<file path="src/sv/auto_range_pedal_normalizer_macros.svh">
// Assertion macros used by the block's top-level RTL file.
`ifndef AUTO_RANGE_PEDAL_NORMALIZER_MACROS_SVH
`define AUTO_RANGE_PEDAL_NORMALIZER_MACROS_SVH

// Same-cycle implication.
`define ARPN_ASSERT_IMP(label, clk, rst, ante, cons, msg) \
   label: assert property (@(posedge clk) disable iff (rst) (ante) |-> (cons)) \
      else $error(msg);

// Next-cycle implication.
`define ARPN_ASSERT_NEXT(label, clk, rst, ante, cons, msg) \
   label: assert property (@(posedge clk) disable iff (rst) (ante) |=> (cons)) \
      else $error(msg);

`endif

</file>
<file path="src/sv/arpn_pkg.sv">
package arpn_pkg;

   localparam int NUM_CHANNELS = 4;
   localparam int CHAN_W = 2;
   localparam int SAMPLE_W = 16;
   localparam int ADDR_W = (NUM_CHANNELS > 1) ? $clog2(NUM_CHANNELS) : 1;
   localparam int DIV_STEPS = SAMPLE_W;
   localparam int DIV_CNT_W = $clog2(DIV_STEPS + 1);

   localparam logic [SAMPLE_W-1:0] RESET_LOW = 16'd500;
   localparam logic [SAMPLE_W-1:0] RESET_HIGH = 16'd26000;
   localparam logic [SAMPLE_W-1:0] RESET_MARGIN = 16'd50;
   localparam logic [SAMPLE_W-1:0] FULL_SCALE = 16'hFFFF;

   typedef struct packed {
      logic [CHAN_W-1:0] channel;
      logic [SAMPLE_W-1:0] sample;
   } req_word_type;

   typedef struct packed {
      logic [CHAN_W-1:0] out_channel;
      logic [SAMPLE_W-1:0] level;
   } rsp_word_type;

   typedef struct packed {
      logic [SAMPLE_W-1:0] low;
      logic [SAMPLE_W-1:0] high;
   } bound_pair_type;

   typedef struct packed {
      logic busy;
      logic done;
   } div_status_type;

   typedef enum logic [3:0] {
      ST_IDLE    = 4'b0001,
      ST_LOAD    = 4'b0010,
      ST_DIVIDE  = 4'b0100,
      ST_DELIVER = 4'b1000
   } state_type;

endpackage

</file>
<file path="src/sv/arpn_divider.sv">
module arpn_divider (
   input  logic                            clock,
   input  logic                            reset,
   input  logic                            start,
   input  logic [arpn_pkg::SAMPLE_W-1:0]   numerator,
   input  logic [arpn_pkg::SAMPLE_W-1:0]   denominator,
   output arpn_pkg::div_status_type        status,
   output logic [arpn_pkg::SAMPLE_W-1:0]   quotient
);
   import arpn_pkg::*;

   // Computes numerator * FULL_SCALE / denominator for 0 < numerator < denominator.
   // The upper half of the dividend is numerator - 1, which is already below the
   // denominator, so only the lower half is shifted through the restoring steps.

   logic                  busy_ff, busy_in;
   logic                  done_ff, done_in;
   logic [DIV_CNT_W-1:0]  count_ff, count_in;
   logic [SAMPLE_W-1:0]   rem_ff, rem_in;
   logic [SAMPLE_W-1:0]   acc_ff, acc_in;
   logic [SAMPLE_W-1:0]   den_ff, den_in;
   logic [SAMPLE_W:0]     shifted;
   logic [SAMPLE_W:0]     diff;
   logic                  fits;

   always_comb begin
      shifted = {rem_ff, acc_ff[SAMPLE_W-1]};
      diff = shifted - {1'b0, den_ff};
      fits = shifted >= {1'b0, den_ff};

      busy_in = busy_ff;
      done_in = 1'b0;
      count_in = count_ff;
      rem_in = rem_ff;
      acc_in = acc_ff;
      den_in = den_ff;

      if (start) begin
         busy_in = 1'b1;
         count_in = DIV_CNT_W'(DIV_STEPS);
         rem_in = numerator - SAMPLE_W'(1);
         acc_in = ~numerator + SAMPLE_W'(1);
         den_in = denominator;
      end else if (busy_ff) begin
         rem_in = fits ? diff[SAMPLE_W-1:0] : shifted[SAMPLE_W-1:0];
         acc_in = {acc_ff[SAMPLE_W-2:0], fits};
         count_in = count_ff - DIV_CNT_W'(1);
         if (count_ff == DIV_CNT_W'(1)) begin
            busy_in = 1'b0;
            done_in = 1'b1;
         end
      end
   end

   always_ff @(posedge clock) begin
      if (reset) begin
         busy_ff <= 1'b0;
         done_ff <= 1'b0;
         count_ff <= '0;
      end else begin
         busy_ff <= busy_in;
         done_ff <= done_in;
         count_ff <= count_in;
      end
   end

   always_ff @(posedge clock) begin
      rem_ff <= rem_in;
      acc_ff <= acc_in;
      den_ff <= den_in;
   end

   assign status = '{busy: busy_ff, done: done_ff};
   assign quotient = acc_ff;

endmodule

</file>
<file path="src/sv/auto_range_pedal_normalizer.sv">
// Pedal normaliser: each word carries a channel and a 16-bit sample; the block widens that
// channel's low and high bounds by the margin register and returns the sample's position
// between them as a Q0.16 level, 65535 at the low bound and 0 at the high bound. One word
// is handled at a time, in order: the channel's bounds are read from the state memory, then
// updated and written back, then sixteen steps of the restoring divider run, then the
// quotient is collected and moved into the output register. Words whose level is fixed
// (equal bounds, sample at or beyond a bound) skip the divider. The output register lets
// the next word enter while a result still waits. The bounds live in a small memory with a
// valid bit per channel, so reset takes effect at once with no clearing pass.
`include "auto_range_pedal_normalizer_macros.svh"

module auto_range_pedal_normalizer (
   input  logic                           clock,
   input  logic                           reset,
   input  logic                           req_valid,
   output logic                           req_stall,
   input  arpn_pkg::req_word_type         req_word,
   output logic                           rsp_valid,
   input  logic                           rsp_stall,
   output arpn_pkg::rsp_word_type         rsp_word,
   input  logic                           csr_write_enable,
   input  logic [arpn_pkg::SAMPLE_W-1:0]  csr_write_data
);
   import arpn_pkg::*;

   state_type              state_ff, state_in;
   logic [SAMPLE_W-1:0]    margin_ff;
   req_word_type           item_ff;
   logic [NUM_CHANNELS-1:0] valid_ff;
   bound_pair_type         bound_mem [NUM_CHANNELS];
   bound_pair_type         rd_data_ff;
   logic                   rd_valid_ff;
   logic [SAMPLE_W-1:0]    res_level_ff, res_level_in;
   logic                   rsp_valid_ff, rsp_valid_in;
   rsp_word_type           rsp_word_ff;

   logic                   accept;
   logic                   deliver_fire;
   logic [ADDR_W-1:0]      rd_addr;
   logic [ADDR_W-1:0]      wr_addr;
   logic                   chan_ok;
   bound_pair_type         cur;
   logic [SAMPLE_W:0]      up;
   logic [SAMPLE_W-1:0]    down;
   logic [SAMPLE_W-1:0]    lo_new;
   logic [SAMPLE_W-1:0]    hi_new;
   logic                   ordered;
   logic [SAMPLE_W-1:0]    num;
   logic [SAMPLE_W-1:0]    den;
   logic                   num_pos;
   logic [SAMPLE_W-1:0]    fixed_level;
   logic                   mem_we;
   logic                   div_start;
   div_status_type         div_status;
   logic [SAMPLE_W-1:0]    div_quotient;

   assign req_stall = !(state_ff == ST_IDLE);
   assign accept = req_valid && !req_stall;
   assign deliver_fire = (state_ff == ST_DELIVER) && (!rsp_valid_ff || !rsp_stall);

   assign rd_addr = req_word.channel[ADDR_W-1:0];
   assign wr_addr = item_ff.channel[ADDR_W-1:0];
   assign chan_ok = 32'(item_ff.channel) < NUM_CHANNELS;

   always_comb begin
      cur = rd_valid_ff ? rd_data_ff : bound_pair_type'{low: RESET_LOW, high: RESET_HIGH};
      up = {1'b0, item_ff.sample} + {1'b0, margin_ff};
      down = (item_ff.sample > margin_ff) ? item_ff.sample - margin_ff : '0;
      lo_new = (up < {1'b0, cur.low}) ? up[SAMPLE_W-1:0] : cur.low;
      hi_new = (down > cur.high) ? down : cur.high;

      ordered = hi_new >= lo_new;
      if (ordered) begin
         den = hi_new - lo_new;
         num = hi_new - item_ff.sample;
         num_pos = item_ff.sample < hi_new;
      end else begin
         den = lo_new - hi_new;
         num = item_ff.sample - hi_new;
         num_pos = item_ff.sample > hi_new;
      end

      if (!chan_ok || den == '0 || !num_pos) begin
         fixed_level = '0;
      end else begin
         fixed_level = FULL_SCALE;
      end
   end

   assign mem_we = (state_ff == ST_LOAD) && chan_ok;
   assign div_start = mem_we && (den != '0) && num_pos && (num < den);

   arpn_divider u_divider (
      .clock       (clock),
      .reset       (reset),
      .start       (div_start),
      .numerator   (num),
      .denominator (den),
      .status      (div_status),
      .quotient    (div_quotient)
   );

   always_comb begin
      state_in = state_ff;
      res_level_in = res_level_ff;
      unique case (state_ff)
         ST_IDLE: begin
            if (accept) begin
               state_in = ST_LOAD;
            end
         end
         ST_LOAD: begin
            res_level_in = fixed_level;
            state_in = div_start ? ST_DIVIDE : ST_DELIVER;
         end
         ST_DIVIDE: begin
            if (div_status.done) begin
               res_level_in = div_quotient;
               state_in = ST_DELIVER;
            end
         end
         ST_DELIVER: begin
            if (deliver_fire) begin
               state_in = ST_IDLE;
            end
         end
         default: begin
            state_in = ST_IDLE;
         end
      endcase
   end

   assign rsp_valid_in = deliver_fire || (rsp_valid_ff && rsp_stall);

   always_ff @(posedge clock) begin
      if (reset) begin
         state_ff <= ST_IDLE;
         margin_ff <= RESET_MARGIN;
         valid_ff <= '0;
         rsp_valid_ff <= 1'b0;
      end else begin
         state_ff <= state_in;
         rsp_valid_ff <= rsp_valid_in;
         if (csr_write_enable) begin
            margin_ff <= csr_write_data;
         end
         if (mem_we) begin
            valid_ff[wr_addr] <= 1'b1;
         end
      end
   end

   always_ff @(posedge clock) begin
      if (mem_we) begin
         bound_mem[wr_addr] <= bound_pair_type'{low: lo_new, high: hi_new};
      end
      if (accept) begin
         rd_data_ff <= bound_mem[rd_addr];
         rd_valid_ff <= valid_ff[rd_addr];
         item_ff <= req_word;
      end
   end

   always_ff @(posedge clock) begin
      res_level_ff <= res_level_in;
      if (deliver_fire) begin
         rsp_word_ff <= rsp_word_type'{out_channel: item_ff.channel, level: res_level_ff};
      end
   end

   assign rsp_valid = rsp_valid_ff;
   assign rsp_word = rsp_word_ff;

   `ARPN_ASSERT_NEXT(a_accept_to_load, clock, reset, accept, state_ff == ST_LOAD, "load missed")
   `ARPN_ASSERT_IMP(a_bounds_ordered, clock, reset, mem_we, lo_new <= hi_new, "bounds reversed")
   `ARPN_ASSERT_IMP(a_div_done, clock, reset, div_status.done, state_ff == ST_DIVIDE, "bad done")
   `ARPN_ASSERT_NEXT(a_rsp_from_deliver, clock, reset, deliver_fire, rsp_valid_ff, "result lost")

endmodule

</file>
<file path="config.mk">
export PLATFORM = sky130hd
export DESIGN_NAME = auto_range_pedal_normalizer
export DESIGN_NICKNAME = d
export VERILOG_FILES = /design/src/sv/arpn_pkg.sv /design/src/sv/arpn_divider.sv /design/src/sv/auto_range_pedal_normalizer.sv
export VERILOG_INCLUDE_DIRS = /design/src /design/src/sv
export SDC_FILE = /design/constraint.sdc
export NUM_CORES = 1
export LEC_CHECK = 0
export ABC_AREA = 1
export BUFFER_PORTS_ARGS = -buffer_cell sky130_fd_sc_hd__buf_2
export CAP_MARGIN = 25
export CORE_MARGIN = 3
export CORE_UTILIZATION = 55
export DETAILED_ROUTE_END_ITERATION = 10
export PLACE_DENSITY = 0.83
export SLEW_MARGIN = 0
export SYNTH_ARGS = -nofsm -noshare
export SYNTH_HDL_FRONTEND = slang
export SYNTH_SLANG_ARGS = --single-unit
</file>
<file path="constraint.sdc">
create_clock -name clock -period 8.26 [get_ports clock]
set_input_delay 0.413 -clock clock [delete_from_list [all_inputs] [get_ports clock]]
set_output_delay 0.413 -clock clock [all_outputs]
set_load 0.05 [all_outputs]
</file>
==> impl_metrics.toml <==
[status]
outcome = "completed"

[drt]
drc = 0
wl_per_cell_um = 19.9
viasPerCell = 5.92
wl_um = 53500
dr.pass1.iters = 6
drt_iter0_drc = 1977
drtAntennaViolNets = 0
vias = 15900

[global_route]
antenna_found_initial = 0
grt.total_usage = 0.290
grt_pass1_wl_um = 81100
grt_max_degree = 67
grt-ovfl-total = 0
first_global_vias = 15100

[sta]
worst_slew_pin_slew_ns = 0.873
min_period_ns = 7.94
worst_slack_ns = 0.317
max_freq_ghz = 0.126
hold_violations = 0
drv_slew = 0
clock_skew_ns = 0.0148
slew_headroom = 0.418
finalSetupViolCount = 0
period_share = 0.962

[min_path]
min_from = "req_word[12]"
hold_class = "in -> reg"
hold_path_depth = 1
holdPathEnd = "item_ff[12]"

[die]
core-area_um2 = 32600
io_pins = 59
initial_core_util = 0.560
fp.dieH_um = 188
die-area_um2 = 35400
die_width_um = 188
row_count = 66

[finish]
regArea_um2 = 8480
syn2layout_area_growth_pct = 16.7
final_common_cell = "nand2_1"
fillCellCount = 2540
multiInputGateArea_um2 = 9070
drive_gt1_frac = 0.163
most-common-layout-cells = "nand2_1, inv_1, edfxtp_1, nor2_1, o21ai_0"
insertedDiodeCount = 0
fin_nets = 2422

[placement]
detailed_place_hpwl_um = 38500
place_ws_ns = -0.277
gp_congestion = 1.02
io_buffers = 58

[logic_synthesis]
yosysTopAreaCell = "edfxtp_1"
yosys_warnings = 0
syn-num-nets = 2294
synthSimpleGateAreaFrac = 0.171
synth_compound_area_frac = 0.134
ys_seq_area_frac = 0.464
synthCells = 2093
synth_cell_type_count = 54
synth_area_um2 = 18300
synth-edff-count = 261
synthArstFlopShare = 0
synth.area.mux_share = 0.00274
synthAdderAreaFrac = 0.113
synth_flop_cell = "edfxtp_1"
yosys-top-cells-area = "edfxtp_1, ha_1, nand2_1"
avgSynthCellArea_um2 = 8.73
synth_top_family_by_area = "simple AND/OR/NAND/NOR gates"
synth_xor_area_frac = 0.0398
synth_top_area_share = 0.429
synth-seq-cells = 293

[critical_path]
cp_data_required_time_ns = 8.58
critPathMostFrequentCell = "nand2_1"
cp_slowest_cell = "dfxtp_1"
arrival_ns = 8.27
path_class = "reg -> reg"
cp_top_family = "compound AO/OA/AOI/OAI gates"
worst-path-max-fanout = 19
max_stage_delay_ns = 0.46
cp-end-kind = "flip-flop"
r2r_slack_ns = 0.32
reg2regPathDepth = 45
regToRegStartpoint = "margin_ff[0]"
start_kind = "flip-flop"
reg2reg_to = "u_divider.quotient[2]"
crit_buf_inv = 5

[cts]
clk_latency_ns = 0.58
cts_made_buffers = 31
htree_num_levels = 1
cts_tree = "yes"
cts_sinks = 293
clk_pin_slew_ns = 0.06
root_buffer = "clkbuf_16"
cts_max_path_buffers = 3

[run]
drv_cap = 0
-- metal layers --
metal,share of wire,track usage
met4,0.036,0.0918
met1,0.40,0.394
met5,0,0
met3,0.10,0.0525
met2,0.46,0.476
-- cell usage after synthesis (all sizes together), types with 2 or more instances --
| cell type | instances |
|---|---|
| a211oi | 6 |
| a21oi | 138 |
| a221oi | 2 |
| a31oi | 3 |
| a41oi | 2 |
| buf | 21 |
| clkbuf | 41 |
| clkinv | 2 |
| dfxtp | 32 |
| edfxtp | 261 |
| fa | 5 |
| ha | 157 |
| inv | 280 |
| mux2i | 5 |
| nand2 | 458 |
| nand3 | 68 |
| nand3b | 3 |
| nand4 | 11 |
| nor2 | 192 |
| nor3 | 26 |
| nor4 | 5 |
| o2111ai | 3 |
| o211ai | 5 |
| o21a | 9 |
| o21ai | 215 |
| o21bai | 10 |
| o221a | 2 |
| o221ai | 3 |
| o22ai | 34 |
| o31ai | 4 |
| xnor2 | 8 |
| xor2 | 75 |
-- cell type report --
cell class,count,area share
multi-input combinational,1456,0.426
timing repair inverter,1,0.000352
inverter,282,0.0502
clock inverter,13,0.00540
tap,442,0.0259
clock buffer,45,0.0407
timing repair buffer,156,0.0539
sequential,293,0.398
-- worst reg2reg max path: cells and delay by family, from the launching register on --
family | cells | cell delay, ns
AO/OA/AOI/OAI | 16 | 2.88
adder cells (fa/ha/maj) | 4 | 1.18
buffers and inverters | 5 | 0.76
AND/OR/NAND/NOR | 18 | 2.00
XOR/XNOR | 2 | 0.41
flip-flops | 1 | 0.46
-- kinds of logic (layout without fill, tap and decap cells) --
group	after synthesis	count (layout)
and+or+nand+nor	765	765
AOI/OAI and AO/OA	441	441
buffers and inverters	344	497
DFF	293	293
adders and majority gates	162	162
xor gates and xnor gates	83	83
muxes	5	5
-- worst max-delay path by stage --
stage	start	end	slack [ns]	cells past startpoint
2_1_floorplan	item_ff[1]	u_divider.quotient[0]	0.11	52
3_3_place_gp	margin_ff[1]	u_divider.quotient[7]	-0.12	50
3_5_place_dp	margin_ff[1]	u_divider.quotient[4]	-0.28	54
4_1_cts	margin_ff[1]	u_divider.quotient[6]	0.02	52
5_1_grt	item_ff[1]	u_divider.rem_ff[5]	-0.10	52
6_report	margin_ff[0]	u_divider.quotient[2]	0.32	45
-- sequential cells by signal (all words and copies together), names as in the netlist --
name and flops:
bound_mem 128, item_ff 16, margin_ff 16, rd_data_ff 32
rd_valid_ff 1, res_level_ff 16, rsp_valid 1, rsp_word 18
state_ff 4, u_divider.busy_ff 1, u_divider.count_ff 5, u_divider.den_ff 16
u_divider.done_ff 1, u_divider.quotient 16, u_divider.rem_ff 16, valid_ff 4
wr_addr 2
-- metrics by stage --
step | hold WS [ns] | TNS (ns) | cell area (µm²) | instances | utilization
final | 0.0165 | 0 | 21300 | 2688 | 0.654
after global placement | 0.404 | -6.47 | 19300 | 2599 | 0.593
after detailed placement | 0.409 | -19.51 | 19300 | 2599 | 0.593
after floorplan | 0.400 | 0 | 18300 | 2093 | -
after global routing | 0.00391 | -4.80 | 21300 | 2688 | 0.654
after CTS | 0.00202 | 0 | 20400 | 2666 | 0.627
-- repair_timing --
| item | 4_1_cts | 5_1_grt |
|---|---|---|
| endpoints found under the hold margin | 6 | 0 |
| buffers inserted | 2 | 19 |
| cloned | 1 | 3 |
| pin swaps | 1 | 37 |
| resized for setup | 16 | 172 |
| setup endpoints to repair | 92 | 105 |
| hold buffers | 6 | 0 |
Power is left out: the tool's default activity adds up to more than one toggle a clock period on the data nets, which glitch-free logic cannot reach.
